<file path="src/design/sparse_chunked_bitmap_top_macros.svh">
// ----------------------------------------------------------------------------
// Sparse chunked bitmap: assertion macros
// Shared property wrappers for the checks at the end of the top level.
// ----------------------------------------------------------------------------
`ifndef SPARSE_CHUNKED_BITMAP_TOP_MACROS_SVH
`define SPARSE_CHUNKED_BITMAP_TOP_MACROS_SVH

// check outside reset
`define SCB_ASSERT(lbl, prop, msg) \
  lbl: assert property (@(posedge clk) disable iff (!rst_n) prop) else $error(msg);

// check on every edge, reset included
`define SCB_ASSERT_ALWAYS(lbl, prop, msg) \
  lbl: assert property (@(posedge clk) prop) else $error(msg);

`endif

</file>
<file path="src/design/scb_pkg.sv">
// ----------------------------------------------------------------------------
// Sparse chunked bitmap package
// Geometry constants and the command and response types of the stores.
// ----------------------------------------------------------------------------
package scb_pkg;

  localparam int CHUNK_SIDE = 16;
  localparam int MAX_CHUNKS = 64;
  localparam int COORD_BITS = 16;

  localparam int SIDE_BITS  = $clog2(CHUNK_SIDE);
  localparam int CELLS      = CHUNK_SIDE * CHUNK_SIDE;
  localparam int OFF_BITS   = 2 * SIDE_BITS;
  localparam int SLOT_BITS  = (MAX_CHUNKS > 1) ? $clog2(MAX_CHUNKS) : 1;
  localparam int COUNT_BITS = $clog2(MAX_CHUNKS + 1);
  localparam int TAG_HALF   = COORD_BITS - SIDE_BITS;
  localparam int TAG_BITS   = 2 * TAG_HALF;

  typedef struct packed {
    logic                 rd;
    logic                 wr;
    logic [SLOT_BITS-1:0] addr;
    logic [TAG_BITS-1:0]  wdata;
  } tag_cmd_t;

  typedef struct packed {
    logic                 rd;
    logic                 wr;
    logic [SLOT_BITS-1:0] addr;
    logic [CELLS-1:0]     wdata;
  } bit_cmd_t;

  typedef struct packed {
    logic             valid;
    logic [CELLS-1:0] row;
  } bit_rsp_t;

endpackage

</file>
<file path="src/design/scb_tag_ram.sv">
// ----------------------------------------------------------------------------
// Sparse chunked bitmap: chunk tag table
// One tag per slot, one read or write per cycle, registered read data.
// ----------------------------------------------------------------------------
module scb_tag_ram
  import scb_pkg::*;
(
  input  logic                clk,
  input  tag_cmd_t            cmd,
  output logic [TAG_BITS-1:0] rdata
);

  logic [TAG_BITS-1:0] mem [MAX_CHUNKS];
  logic [TAG_BITS-1:0] rdata_r;

  always_ff @(posedge clk) begin
    if (cmd.wr) begin
      mem[cmd.addr] <= cmd.wdata;
    end
    if (cmd.rd) begin
      rdata_r <= mem[cmd.addr];
    end
  end

  assign rdata = rdata_r;

endmodule

</file>
<file path="config.mk">
export PLATFORM = sky130hd
export DESIGN_NAME = scb_tag_ram
export DESIGN_NICKNAME = d
export VERILOG_FILES = /design/src/design/sparse_chunked_bitmap_top_macros.svh /design/src/design/scb_pkg.sv /design/src/design/scb_tag_ram.sv
export SDC_FILE = /design/constraint.sdc
export NUM_CORES = 1
export LEC_CHECK = 0
export ABC_AREA = 0
export BUFFER_PORTS_ARGS = -buffer_cell sky130_fd_sc_hd__clkbuf_2
export CAP_MARGIN = 20
export CORE_UTILIZATION = 60
export DETAILED_ROUTE_END_ITERATION = 8
export HOLD_SLACK_MARGIN = 0.05
export PLACE_DENSITY_LB_ADDON = 0.3
export SYNTH_ARGS = -nofsm -noshare
export SYNTH_HDL_FRONTEND = slang
export SYNTH_SLANG_ARGS = --single-unit
export TNS_END_PERCENT = 100
</file>
<file path="constraint.sdc">
create_clock -name clk -period 5.2 [get_ports clk]
set_input_delay 0.52 -clock clk [delete_from_list [all_inputs] [get_ports clk]]
set_output_delay 0.52 -clock clk [all_outputs]
set_load 0.005 [all_outputs]
</file>
==> results.json <==
{
  "outcome": "finished clean",
  "ys.flop_type": "edfxtp_1",
  "max_slew.worst_pin.slew_ns": 1.228,
  "grt-busiest-layer": "met2",
  "leakagePower_nw": 21.05,
  "slew_viol_final": 0,
  "grt_pass1_wl_mm": 233.1,
  "io_pins": 57,
  "arrival_ns": 3.89,
  "synth_cell_types": 55,
  "required_ns": 5.83,
  "maxCapViolations": 0,
  "layout-drive-gt1-share_pct": 17.49,
  "grt_max_degree": 116,
  "cp-endpoint": "rdata[9]$_DFFE_PP_",
  "clk_pin_slew_ns": 0.07,
  "finalCritPeriodShare_pct": 62.78,
  "ir_drop_mv": 0.2971,
  "ant_nets": 0,
  "synth.ff_latch_count": 1560,
  "row_count": 115,
  "drtIter0Drc": 5897,
  "die_h_um": 317.4,
  "cp_max_fo": 65,
  "critPathKind": "in -> reg",
  "drc": 0,
  "start_util_pct": 60.66,
  "rsz0062_at_grt": "no",
  "area_growth_pct": 11.58,
  "globalRouteMet3Util_pct": 6.808,
  "whs_ns": 0.3887,
  "clock_latency_ns": 0.77,
  "drtPass1Iterations": 6,
  "fin_crit_ns": 3.265,
  "die-area_um2": 100800,
  "endpoint_kind": "flop",
  "postCtsSetupBuffers": 0,
  "routed_via_density": 7.150,
  "grt_overflow": 0,
  "cts_tree": "built",
  "grtUsageMet2_pct": 49.16,
  "clk_path_buf_depth": 3,
  "skew_ns": 0.02891,
  "r2r_cells": 5,
  "startpoint": "cmd[24]",
  "postSynth.asyncResetShare_pct": 0,
  "htree_levels": 4,
  "r2r-start": "mem[3][9]$_DFFE_PP_",
  "grt_use_total_pct": 31.86,
  "numCtsBuffers": 149,
  "p_per_area_nw_per_um2": 385.8,
  "gp_congestion": 0.8920,
  "core-area_um2": 98420,
  "synth_edf_count": 1560,
  "antenna_found_initial": 3,
  "syn_nets": 3439,
  "rrSetupSlack_ns": 2.67,
  "ys_seq_area_share_pct": 78.46,
  "drt_wl_total_mm": 160.9,
  "final.setup.tns_ns": 0,
  "cts_resized": 0,
  "synthTopCellsByCount": "edfxtp_1 (1560), a221oi_1 (208), a22oi_1 (200), a21oi_1 (142), nor2_1 (142)",
  "synthTopCellsByArea": "edfxtp_1 (78%), a221oi_1 (3.1%), a22oi_1 (2.5%)",
  "first_global_vias": 34040,
  "placed_cells": 4645,
  "syn_avg_cell_area_um2": 17.53,
  "die-width_um": 317.4,
  "nets": 3542,
  "fmax_mhz": 306.3,
  "wl_per_cell_um": 32.74,
  "synth_top_area_share_pct": 78.46,
  "hpwlAfterDp_mm": 90.53,
  "cts.sinks": 1560,
  "maxSlewHeadroom_pct": 17.95,
  "synth_warnings": 0,
  "cts_hold_buffers": 0,
  "yosys.area.top_type": "edfxtp_1",
  "use_met1_pct": 43.69,
  "syn_inst": 3406,
  "final-hold-violation-count": 0,
  "yosysMostFrequentCell": "edfxtp_1",
  "final_cells": 4913,
  "start_kind": "input port",
  "syn-cell-area_um2": 59700,
  "vias": 35130,
  "cts-root-buf": "clkbuf_16",
  "hp-class": "in -> reg",
  "io_buffers": 56,
  "reg2reg_to": "rdata[9]$_DFFE_PP_",
  "setup_viol": 0
}
[kinds of logic after synthesis]
logic type | count (synthesis) | share of synthesized area (%)
muxes | 248 | 4.728
buffers and inverters | 272 | 2.054
AOI/OAI and AO/OA | 997 | 12.31
DFF | 1560 | 78.46
and+or+nand+nor | 329 | 2.441
[report_power, final]
part / switching (mW) / leakage (nW) / total, mW / internal (mW)
logic: 0.990 / 4.75 / 1.39 / 0.398
registers: 0.0521 / 14.1 / 14.0 / 14.0
clock network: 4.52 / 2.25 / 10.3 / 5.79
total: 5.57 / 21.1 / 25.7 / 20.1
[layout make-up]
cell class                      instances  area, um2
Fill cell                            6209      31800
Clock buffer                          189       3985
Inverter                                4      18.77
Sequential cell                      1560      46840
Multi-Input combinational cell       1574      11890
Timing Repair Buffer                  220       1640
Antenna cell                            1      2.502
Clock inverter                         78      625.6
Tap cell                             1287       1610
[registers in the layout, indices dropped and copies added, names as in the netlist]
signal / flops
mem: 1536
rdata: 24
[layout by cell type (no fill, tap or decap), drive strengths merged, types with 23 or more instances in the layout]
cell type and instances:
a21oi 142, a221o 59, a221oi 208, a22o 72
a22oi 200, buf 167, clkbuf 242, clkinv 62
edfxtp 1560, mux2 119, mux2i 114, nand2 78
nor2 142, nor3 42, o21ai 130, o221ai 23
o22ai 44
[stage by stage]
step                      power, mW  setup slack, ns  utilization, %  instance area [um2]
after floorplan               14.95            1.653               -                59700
after global placement        15.58           0.4281           62.95                61960
after detailed placement      15.63            1.237           63.00                62000
after CTS                     25.72            2.022           67.69                66620
after global routing          26.27            1.885           67.69                66620
final                         25.70            1.935           67.69                66620
[critical path: stages]
cell and delay (ns):
buf_6 0.35, buf_4 0.38, and2_4 0.86, buf_4 0.63, a22o_1 0.23, a22oi_1 0.09
o22a_1 0.36, o211ai_1 0.21, or4_1 0.16
[how the worst min path moves through the flow]
stage	from	to	depth (start not counted)
floorplan	cmd[0]	mem[0][0]$_DFFE_PP_	0
global placement	mem[38][0]$_DFFE_PP_	rdata[0]$_DFFE_PP_	4
detailed placement	mem[38][0]$_DFFE_PP_	rdata[0]$_DFFE_PP_	4
CTS	cmd[27]	rdata[23]$_DFFE_PP_	2
global route	cmd[27]	rdata[23]$_DFFE_PP_	2
finish	cmd[27]	rdata[23]$_DFFE_PP_	2
[layer usage]
metal  routed length [um]  vias up
met5                    8        -
met4                 8384        2
met3                20200      403
met2                74980     2754
met1                57280    17600
li1                     -    14370
No activity file was read; power rests on OpenSTA's default activity.
